### src/hw/rtl/h264fu_pkg.sv
// Types, codes and helpers of the H.264 FU reassembler.
package h264fu_pkg;

	// NAL unit types the reassembler looks at
	localparam logic [4:0] TYPE_FU_A = 5'd28;
	localparam logic [4:0] TYPE_FU_B = 5'd29;
	localparam logic [4:0] TYPE_SPS  = 5'd7;
	localparam logic [4:0] TYPE_PPS  = 5'd8;

	// NAL header bits kept in the rebuilt byte, and the type field
	localparam logic [7:0] NAL_KEEP_MASK = 8'hE0;
	localparam logic [7:0] NAL_TYPE_MASK = 8'h1F;

	// Plan queue between front and back
	localparam int QUEUE_DEPTH = 4;
	localparam int QPTR_W      = 2;
	localparam int QCNT_W      = 3;

	typedef enum logic [1:0] {
		KIND_BYTE    = 2'd0,
		KIND_COMMIT  = 2'd1,
		KIND_DISCARD = 2'd2
	} kind_t;

	typedef enum logic [1:0] {
		FLAG_NONE   = 2'd0,
		FLAG_FIRST  = 2'd1,
		FLAG_MIDDLE = 2'd2,
		FLAG_LAST   = 2'd3
	} flag_t;

	typedef enum logic [1:0] {
		POS_HDR     = 2'd0,
		POS_FU      = 2'd1,
		POS_PAYLOAD = 2'd2
	} pos_t;

	typedef struct packed {
		logic [7:0] data_byte;
		logic       packet_start;
		logic       packet_end;
	} in_item_t;

	typedef struct packed {
		kind_t      kind;
		logic [7:0] out_byte;
		logic       last;
	} out_item_t;

	// What one input byte asks the back end to emit, in this order
	typedef struct packed {
		logic       pre_en;
		kind_t      pre_kind;
		logic       start;
		logic       data_en;
		logic [7:0] data;
		logic       end_en;
	} desc_t;

	function automatic logic is_fu(input logic [4:0] t);
		return (t == TYPE_FU_A) || (t == TYPE_FU_B);
	endfunction

endpackage

### src/hw/rtl/h264fu_queue.sv
// Short plan queue that decouples the classifier from the beat sequencer.
module h264fu_queue
	import h264fu_pkg::*;
(
	input  logic  clk,
	input  logic  arst_n,
	input  logic  push,
	input  desc_t push_desc,
	output logic  full,
	input  logic  pop,
	output desc_t head_desc,
	output logic  empty
);

	desc_t             mem_q [QUEUE_DEPTH];
	logic [QPTR_W-1:0] wr_ptr_q;
	logic [QPTR_W-1:0] rd_ptr_q;
	logic [QCNT_W-1:0] count_q;

	assign full      = (count_q == QCNT_W'(QUEUE_DEPTH));
	assign empty     = (count_q == '0);
	assign head_desc = mem_q[rd_ptr_q];

	// Store entries
	always_ff @(posedge clk) begin
		if (push) begin
			mem_q[wr_ptr_q] <= push_desc;
		end
	end

	// Advance pointers and count
	always_ff @(posedge clk or negedge arst_n) begin
		if (!arst_n) begin
			wr_ptr_q <= '0;
			rd_ptr_q <= '0;
			count_q  <= '0;
		end else begin
			if (push) begin
				wr_ptr_q <= wr_ptr_q + 1'b1;
			end
			if (pop) begin
				rd_ptr_q <= rd_ptr_q + 1'b1;
			end
			if (push && !pop) begin
				count_q <= count_q + 1'b1;
			end else if (pop && !push) begin
				count_q <= count_q - 1'b1;
			end
		end
	end

endmodule

### src/hw/rtl/h264fu_front.sv
// Front end: parses NAL and FU headers, tracks fragment state, plans output.
module h264fu_front
	import h264fu_pkg::*;
(
	input  logic     clk,
	input  logic     arst_n,
	input  logic     in_valid,
	output logic     in_ready,
	input  in_item_t in_data,
	output logic     push,
	output desc_t    push_desc,
	input  logic     full
);

	pos_t       pos_q;
	logic [7:0] nal_q;
	logic [4:0] ptype_q;
	logic [4:0] prev_type_q;
	flag_t      prev_flag_q;
	logic       broken_q;
	logic       open_q;
	logic       fwd_q;
	logic       cae_q;

	pos_t       n_pos;
	logic [7:0] n_nal;
	logic [4:0] n_ptype;
	logic [4:0] n_prev_type;
	flag_t      n_prev_flag;
	logic       n_broken;
	logic       n_open;
	logic       n_fwd;
	logic       n_cae;
	desc_t      desc;
	logic [7:0] b;
	logic       accept;

	assign b         = in_data.data_byte;
	assign in_ready  = !full;
	assign accept    = in_valid && in_ready;
	assign push_desc = desc;
	assign push      = accept && (desc.pre_en || desc.start || desc.data_en || desc.end_en);

	// Classify the byte and work out the next fragment state
	always_comb begin
		n_pos       = in_data.packet_start ? POS_HDR : pos_q;
		n_fwd       = in_data.packet_start ? 1'b0 : fwd_q;
		n_cae       = in_data.packet_start ? 1'b0 : cae_q;
		n_nal       = nal_q;
		n_ptype     = ptype_q;
		n_prev_type = prev_type_q;
		n_prev_flag = prev_flag_q;
		n_broken    = broken_q;
		n_open      = open_q;
		desc        = '0;

		unique case (n_pos)
			POS_HDR: begin
				n_fwd   = 1'b0;
				n_cae   = 1'b0;
				n_nal   = b;
				n_ptype = b[4:0];
				if (!is_fu(b[4:0]) && b[4:0] != TYPE_SPS && b[4:0] != TYPE_PPS) begin
					n_prev_type = b[4:0];
				end
				n_pos = POS_FU;
			end
			POS_FU: begin
				if (is_fu(ptype_q)) begin
					if (b[7]) begin
						// start fragment: close the pending frame, open a new one
						if (!broken_q && prev_flag_q == FLAG_MIDDLE &&
							!is_fu(prev_type_q) && open_q) begin
							desc.pre_en   = 1'b1;
							desc.pre_kind = KIND_COMMIT;
						end else if (open_q) begin
							desc.pre_en   = 1'b1;
							desc.pre_kind = KIND_DISCARD;
						end
						n_broken    = 1'b0;
						n_prev_flag = FLAG_FIRST;
						n_prev_type = ptype_q;
						desc.start  = 1'b1;
						desc.data_en = 1'b1;
						desc.data   = (nal_q & NAL_KEEP_MASK) ^ (b & NAL_TYPE_MASK);
						n_open      = 1'b1;
						n_fwd       = 1'b1;
						n_cae       = 1'b0;
					end else if (!b[6]) begin
						// middle fragment
						if (!broken_q && prev_flag_q != FLAG_NONE) begin
							if (prev_flag_q == FLAG_LAST || !is_fu(prev_type_q)) begin
								n_broken = 1'b1;
								if (open_q) begin
									desc.pre_en   = 1'b1;
									desc.pre_kind = KIND_DISCARD;
									n_open        = 1'b0;
								end
							end else begin
								n_prev_flag = FLAG_MIDDLE;
								n_fwd       = 1'b1;
							end
						end
					end else begin
						// end fragment
						if (!broken_q && prev_flag_q != FLAG_NONE) begin
							if (!is_fu(prev_type_q)) begin
								n_broken = 1'b1;
								if (open_q) begin
									desc.pre_en   = 1'b1;
									desc.pre_kind = KIND_DISCARD;
									n_open        = 1'b0;
								end
							end else if (open_q) begin
								n_prev_flag = FLAG_LAST;
								n_fwd       = 1'b1;
								n_cae       = 1'b1;
							end
						end
					end
				end
				n_pos = POS_PAYLOAD;
			end
			POS_PAYLOAD: begin
				if (n_fwd) begin
					desc.data_en = 1'b1;
					desc.data    = b;
				end
			end
			default: begin
			end
		endcase

		// Close the packet, committing if the end fragment asked for it
		if (in_data.packet_end) begin
			if (n_cae) begin
				desc.end_en = 1'b1;
				n_open      = 1'b0;
			end
			n_cae = 1'b0;
			n_fwd = 1'b0;
			n_pos = POS_HDR;
		end
	end

	// Hold state until a byte is accepted
	always_ff @(posedge clk or negedge arst_n) begin
		if (!arst_n) begin
			pos_q       <= POS_HDR;
			nal_q       <= '0;
			ptype_q     <= '0;
			prev_type_q <= '0;
			prev_flag_q <= FLAG_NONE;
			broken_q    <= 1'b0;
			open_q      <= 1'b0;
			fwd_q       <= 1'b0;
			cae_q       <= 1'b0;
		end else if (accept) begin
			pos_q       <= n_pos;
			nal_q       <= n_nal;
			ptype_q     <= n_ptype;
			prev_type_q <= n_prev_type;
			prev_flag_q <= n_prev_flag;
			broken_q    <= n_broken;
			open_q      <= n_open;
			fwd_q       <= n_fwd;
			cae_q       <= n_cae;
		end
	end

endmodule

### src/hw/rtl/h264fu_back.sv
// Back end: expands each plan into output beats through an output register.
module h264fu_back
	import h264fu_pkg::*;
#(
	parameter int START_CODE_LEN = 4
) (
	input  logic      clk,
	input  logic      arst_n,
	input  logic      empty,
	input  desc_t     head_desc,
	output logic      pop,
	output logic      out_valid,
	input  logic      out_ready,
	output out_item_t out_data
);

	localparam int SC_W = $clog2(START_CODE_LEN + 1);

	logic            w_valid_q;
	logic            w_pre_q;
	kind_t           w_pre_kind_q;
	logic [SC_W-1:0] w_sc_q;
	logic            w_data_en_q;
	logic [7:0]      w_data_q;
	logic            w_end_q;

	logic            n_pre;
	logic [SC_W-1:0] n_sc;
	logic            n_data_en;
	logic            n_end;
	out_item_t       beat;
	logic            fire;
	logic            done;
	logic            out_valid_q;
	out_item_t       out_data_q;

	assign fire      = w_valid_q && (!out_valid_q || out_ready);
	assign done      = fire && beat.last;
	assign pop       = !empty && (!w_valid_q || done);
	assign out_valid = out_valid_q;
	assign out_data  = out_data_q;

	// Pick the next beat of the current plan
	always_comb begin
		n_pre     = w_pre_q;
		n_sc      = w_sc_q;
		n_data_en = w_data_en_q;
		n_end     = w_end_q;
		beat      = '0;
		priority if (w_pre_q) begin
			beat.kind = w_pre_kind_q;
			n_pre     = 1'b0;
		end else if (w_sc_q != '0) begin
			beat.kind     = KIND_BYTE;
			beat.out_byte = (w_sc_q == SC_W'(1)) ? 8'h01 : 8'h00;
			n_sc          = w_sc_q - 1'b1;
		end else if (w_data_en_q) begin
			beat.kind     = KIND_BYTE;
			beat.out_byte = w_data_q;
			n_data_en     = 1'b0;
		end else begin
			beat.kind = KIND_COMMIT;
			n_end     = 1'b0;
		end
		beat.last = !(n_pre || (n_sc != '0) || n_data_en || n_end);
	end

	// Load a plan or advance through it
	always_ff @(posedge clk or negedge arst_n) begin
		if (!arst_n) begin
			w_valid_q <= 1'b0;
		end else if (pop) begin
			w_valid_q <= 1'b1;
		end else if (done) begin
			w_valid_q <= 1'b0;
		end
	end

	always_ff @(posedge clk) begin
		if (pop) begin
			w_pre_q      <= head_desc.pre_en;
			w_pre_kind_q <= head_desc.pre_kind;
			w_sc_q       <= head_desc.start ? SC_W'(START_CODE_LEN) : '0;
			w_data_en_q  <= head_desc.data_en;
			w_data_q     <= head_desc.data;
			w_end_q      <= head_desc.end_en;
		end else if (fire) begin
			w_pre_q     <= n_pre;
			w_sc_q      <= n_sc;
			w_data_en_q <= n_data_en;
			w_end_q     <= n_end;
		end
	end

	// Output register: hold while stalled
	always_ff @(posedge clk or negedge arst_n) begin
		if (!arst_n) begin
			out_valid_q <= 1'b0;
		end else if (fire) begin
			out_valid_q <= 1'b1;
		end else if (out_ready) begin
			out_valid_q <= 1'b0;
		end
	end

	always_ff @(posedge clk) begin
		if (fire) begin
			out_data_q <= beat;
		end
	end

endmodule

### src/hw/rtl/h264_fu_reassembler.sv
// Top level of the H.264 FU-A/FU-B reassembler.
//
//  channel | direction | handshake            | payload
//  --------+-----------+----------------------+-----------------------------------
//  in      | input     | in_valid / in_ready  | data_byte, packet_start, packet_end
//  out     | output    | out_valid / out_ready| kind, out_byte, last
//
// One input byte is taken per cycle while the plan queue has room; a byte
// yields 0 to START_CODE_LEN + 2 beats, sent one per cycle by the back-end
// sequencer while out is not stalled, so a start fragment can hold the input
// once the queue fills. A byte's plan passes through the plan queue and the
// sequencer's plan register, and each beat through the output register.
// Reset clears the fragment state, the queue and the output register.
// Either side may stall; the queue and output register absorb it.
module h264_fu_reassembler
	import h264fu_pkg::*;
#(
	parameter int START_CODE_LEN = 4
) (
	input  logic      clk,
	input  logic      arst_n,
	input  logic      in_valid,
	output logic      in_ready,
	input  in_item_t  in_data,
	output logic      out_valid,
	input  logic      out_ready,
	output out_item_t out_data
);

	logic  push;
	desc_t push_desc;
	logic  full;
	logic  pop;
	desc_t head_desc;
	logic  empty;

	h264fu_front u_front (
		.clk       (clk),
		.arst_n    (arst_n),
		.in_valid  (in_valid),
		.in_ready  (in_ready),
		.in_data   (in_data),
		.push      (push),
		.push_desc (push_desc),
		.full      (full)
	);

	h264fu_queue u_queue (
		.clk       (clk),
		.arst_n    (arst_n),
		.push      (push),
		.push_desc (push_desc),
		.full      (full),
		.pop       (pop),
		.head_desc (head_desc),
		.empty     (empty)
	);

	h264fu_back #(
		.START_CODE_LEN (START_CODE_LEN)
	) u_back (
		.clk       (clk),
		.arst_n    (arst_n),
		.empty     (empty),
		.head_desc (head_desc),
		.pop       (pop),
		.out_valid (out_valid),
		.out_ready (out_ready),
		.out_data  (out_data)
	);

endmodule

### config.mk
export PLATFORM = sky130hd
export DESIGN_NAME = h264_fu_reassembler
export DESIGN_NICKNAME = d
export VERILOG_FILES = /design/src/hw/rtl/h264fu_pkg.sv /design/src/hw/rtl/h264fu_queue.sv /design/src/hw/rtl/h264fu_front.sv /design/src/hw/rtl/h264fu_back.sv /design/src/hw/rtl/h264_fu_reassembler.sv
export SDC_FILE = /design/constraint.sdc
export NUM_CORES = 1
export LEC_CHECK = 0
export BUFFER_PORTS_ARGS = -buffer_cell sky130_fd_sc_hd__buf_4
export CAP_MARGIN = 20
export CORE_ASPECT_RATIO = 0.7
export CORE_MARGIN = 4
export CORE_UTILIZATION = 46
export CTS_BUF_LIST = sky130_fd_sc_hd__clkbuf_8 sky130_fd_sc_hd__clkbuf_16
export DETAILED_ROUTE_END_ITERATION = 12
export PLACE_DENSITY = 0.73
export SLEW_MARGIN = 10
export SYNTH_ARGS = -nofsm -noshare
export SYNTH_HDL_FRONTEND = slang
export SYNTH_SLANG_ARGS = --single-unit
### constraint.sdc
create_clock -name clk -period 3.9 [get_ports clk]
set_input_delay 0.585 -clock clk [delete_from_list [all_inputs] [get_ports clk]]
set_output_delay 0.585 -clock clk [all_outputs]
set_load 0.1 [all_outputs]
==> summary.md <==
The flow ran to the end, and the final reports show no timing, DRC or antenna violations. The tools report the initial standard-cell utilization of the core as 47.80%. The number of global-route vias before repair was 2805. The final worst hold slack was 0.1657 ns.

In this run the power density over the cells is 595.5 nW/µm². For this run, the number of Yosys warnings is 0. The startpoint-to-endpoint class of the critical path is in2reg. The number of distinct standard cells referenced by the synthesized netlist is 63. The number of setup buffers added after CTS is 0.

The run gives 235 as the violation count after the first detailed-route iteration. The shortest clock period the worst path allows after layout was 3.166 ns. In the final layout, the share of cells above drive strength 1 is 25.00%. The path class of the tightest hold or removal check is in2async. After synthesis, the share of flip-flops with an asynchronous set or reset is 25.23%. The tools report the number of antenna violations at the first check in global routing as 0.

Synthesis-to-finish area growth: 13.20%. The run gives 0 as the max-slew violation count. The startpoint of the most critical register-to-register path was u_front.pos_q[1]$_DFFE_PN0P_.

For the remaining routing DRC violations, the log shows 0. The tools report the post-layout net count as 397. Summing over every cut layer, the via total after detailed routing is 2835. The cell area that synthesis handed to floorplanning was 5006 µm². Number of levels the H-tree was split into: 3.

After floorplanning, the core was divided into 31 placement rows. The dominant cell type by count on the critical path is sky130_fd_sc_hd__inv_1. For this design, the CTS-stage hold fixing added 0 buffers. Adding up every negative setup slack in the final design gives 0 ns.

The antenna diode instance count is 0, and the data required time of the critical path is 4.13 ns. TritonCTS created 9 clock buffers. The clock skew after layout is 0.009770 ns. For the number of cells upsized or downsized after cts, the log shows 0. Timing analysis after detailed placement gives a worst setup slack of 0.4227 ns. Register-to-register setup slack: 0.74 ns. Summing all multi-input logic gate instances after layout gives 1722 µm².

The die covers 12640 µm². The synthesized design spends more area on one cell type than any other, namely sky130_fd_sc_hd__edfxtp_1. Counting flops with a built-in enable in the synthesized netlist gives 83.

The average wire length per cell after detail routing came out at 17.27 µm. Measured on the finished design, the core utilization comes to 54.11%. The routed via count divided by cell count is 5.581, and the largest vdd supply drop is 0.2364 mV.

Dividing the final minimum period by the clock period gives 81.18%. Remaining global-route overflow: 0. The area inside the core boundary is 10470 µm².

27 I/O pins were placed. In this run the remaining antenna-violating nets after routing total 0. Across every metal layer, demand over resource in global routing totals 14.94%. Setup repair after global routing left no endpoint under its margin.

Counting every instance in the synthesized netlist gives 338. In this run the static leakage power is 2.066 nW. Most common flop cell mapped by yosys: sky130_fd_sc_hd__edfxtp_1.

From bottom edge to top edge, the die measures 95.28 µm. Across the run, the number of max-cap violations was 0. Setup slack on the critical path of the routed design comes to 0.7339 ns. In this run the worst path has a maximum fanout of 5. The source of the critical timing path was in_data[1].

The final hold violation count was 0; the average cell area after synthesis was 14.81 µm². The synthesized design contains 111 register bits. The cell sitting at the root of the clock tree is a sky130_fd_sc_hd__clkbuf_16.

Headroom to the max-slew limit came out at 55.92%. The tools report the nature of the critical path startpoint as a primary input. The worst register-to-register path ends at u_queue.count_q[1]$_DFFE_PN0P_. The top achievable clock speed came out at 315.8 MHz. The number of fillers in the final layout was 833.

The weighted congestion at the end of routability-driven global placement is 0.8478. The proportion of synthesized chip area in sequential cells is 63.78%, and the number of I/O port buffers is 26. For this run, the detailed router's first-pass iteration total came to 4. The critical path goes through buf_4 > nand2b_1 > inv_1 > ha_1 > and3b_1 > a32oi_1 > inv_1 > a311oi_2 > nor2_1 > ha_1 > inv_1 > fa_1 > mux2_2. The clock reaches the later pin of the worst-skew pair after 0.35 ns. The register area is 3193 µm², and the clock edge transition at the registers on the reported setup and hold paths is 0.07 ns. The share of the synthesized area in the top cell type came out at 49.79%.

TritonCTS built the clock tree. The maximum number of buffers from clock root to sink is 2, and the wire length after detailed routing is 8.773 mm. Synthesis produced a netlist with a net count of 364. Pin slew with the least headroom to its limit: 0.6612 ns. CTS saw 111 sinks.

The first global-routing pass estimated 14.52 mm of wire. The critical path's slowest cell is sky130_fd_sc_hd__a311oi_2. The element type at the critical path end is a flip-flop. The number of cells traversed by the worst register-to-register path was 12; the worst path arrival time was 3.39 ns.

By area the synthesized netlist is led by sky130_fd_sc_hd__edfxtp_1, sky130_fd_sc_hd__dfrtp_1, sky130_fd_sc_hd__mux4_2. The floorplan step set the die width to 132.7 µm. In this design, the stage delay of the slowest critical-path cell is 0.50 ns.

The count of final setup violators was 0. The maximum number of pins on one net before global-route repair came out at 29. The HPWL after detailed placement is 6.101 mm.
power by group:
part           internal (W)  switching [W]  leakage [nW]  total (W)
logic              0.000412       0.000485         0.843   0.000897
registers           0.00144       0.000165          1.08    0.00161
clock network      0.000456       0.000413         0.140   0.000869
cell families after synthesis:
family / synth area share (%)
flip-flops: 63.78
buffers and inverters: 2.224
XOR/XNOR: 1.050
adder cells (fa/ha/maj): 3.149
AO/OA/AOI/OAI: 7.349
multiplexers: 10.95
AND/OR/NAND/NOR: 11.50
worst max-delay path by stage:
stage,depth (start not counted),slack (ns),endpoint
final,13,0.73,u_queue.count_q[1]$_DFFE_PN0P_
after global routing,12,0.55,u_queue.count_q[1]$_DFFE_PN0P_
after CTS,12,0.76,u_queue.count_q[1]$_DFFE_PN0P_
after detailed placement,13,0.42,u_queue.count_q[1]$_DFFE_PN0P_
after global placement,11,0.54,u_queue.count_q[1]$_DFFE_PN0P_
after floorplan,8,0.56,u_queue.mem_q[0][0]$_DFFE_PP_
sequential cells by signal, summed over array words and instances, names as in the netlist, 2 cells and up:
| name | count |
|---|---|
| u_front.ptype_q | 3 |
| u_back.w_data_q | 8 |
| u_back.out_data | 11 |
| u_queue.count_q | 3 |
| u_back.w_sc_q | 3 |
| u_front.prev_type_q | 4 |
| u_queue.rd_ptr_q | 2 |
| u_queue.wr_ptr_q | 2 |
| u_front.nal_q | 4 |
| u_front.pos_q | 2 |
| u_back.w_pre_kind_q | 2 |
| u_queue.mem_q | 56 |
| u_front.prev_flag_q | 2 |
critical path, delay by kind of cell:
| kind | cells | cell delay (ns) |
|---|---|---|
| compound gates | 2 | 0.84 |
| fa+ha+maj | 3 | 0.80 |
| simple gates | 3 | 0.51 |
| buf+inv | 4 | 0.39 |
| mux | 1 | 0.27 |
cell type report:
type	count	share of cell area (%)
Sequential cell	111	56.35
Timing Repair Buffer	33	4.372
Multi-Input combinational cell	201	30.38
Clock buffer	10	4.217
Clock inverter	6	0.7728
Tap cell	132	2.915
Inverter	15	0.9936
synthesized netlist by cell type (all sizes together), types with 3 or more instances:
library cell   n
edfxtp        83
nor2          21
mux2          17
ha            11
clkbuf         7
nand2         18
nor3           9
dfrtp         28
nor2b          5
nand3          3
buf            4
a41oi          3
mux2i          3
nor3b          4
and2          20
o31ai          5
nand2b         5
o21ai          4
xor2           4
and3           4
a21oi          7
nand3b         4
inv           15
mux4          14
routing by layer:
layer	global-route usage [%]	routed length, µm
met5	0	0
met4	2.336	64
met3	5.011	613
met2	22.62	3927
met1	21.62	4167
stage by stage:
step	instances	power [W]	area (µm²)
3_5_place_dp	492	0.002535	5384
3_3_place_gp	492	0.002502	5384
5_1_grt	508	0.003564	5667
6_report	508	0.003375	5667
4_1_cts	508	0.003401	5667
2_1_floorplan	338	0.002322	5006
placed cells by master, fill, tap and decap left out, drive strengths merged, types with 5 or more instances in the layout:
cell type  netlist  layout
o31ai            5       5
nand2b           5       5
ha              11      11
buf              4      33
and2            20      20
dfrtp           28      28
nor3             9       9
inv             15      19
nor2            21      21
edfxtp          83      83
mux4            14      14
mux2            17      17
a21oi            7       7
nand2           18      18
nor2b            5       5
clkbuf           7      10
Power figures use the tool's default switching activity.
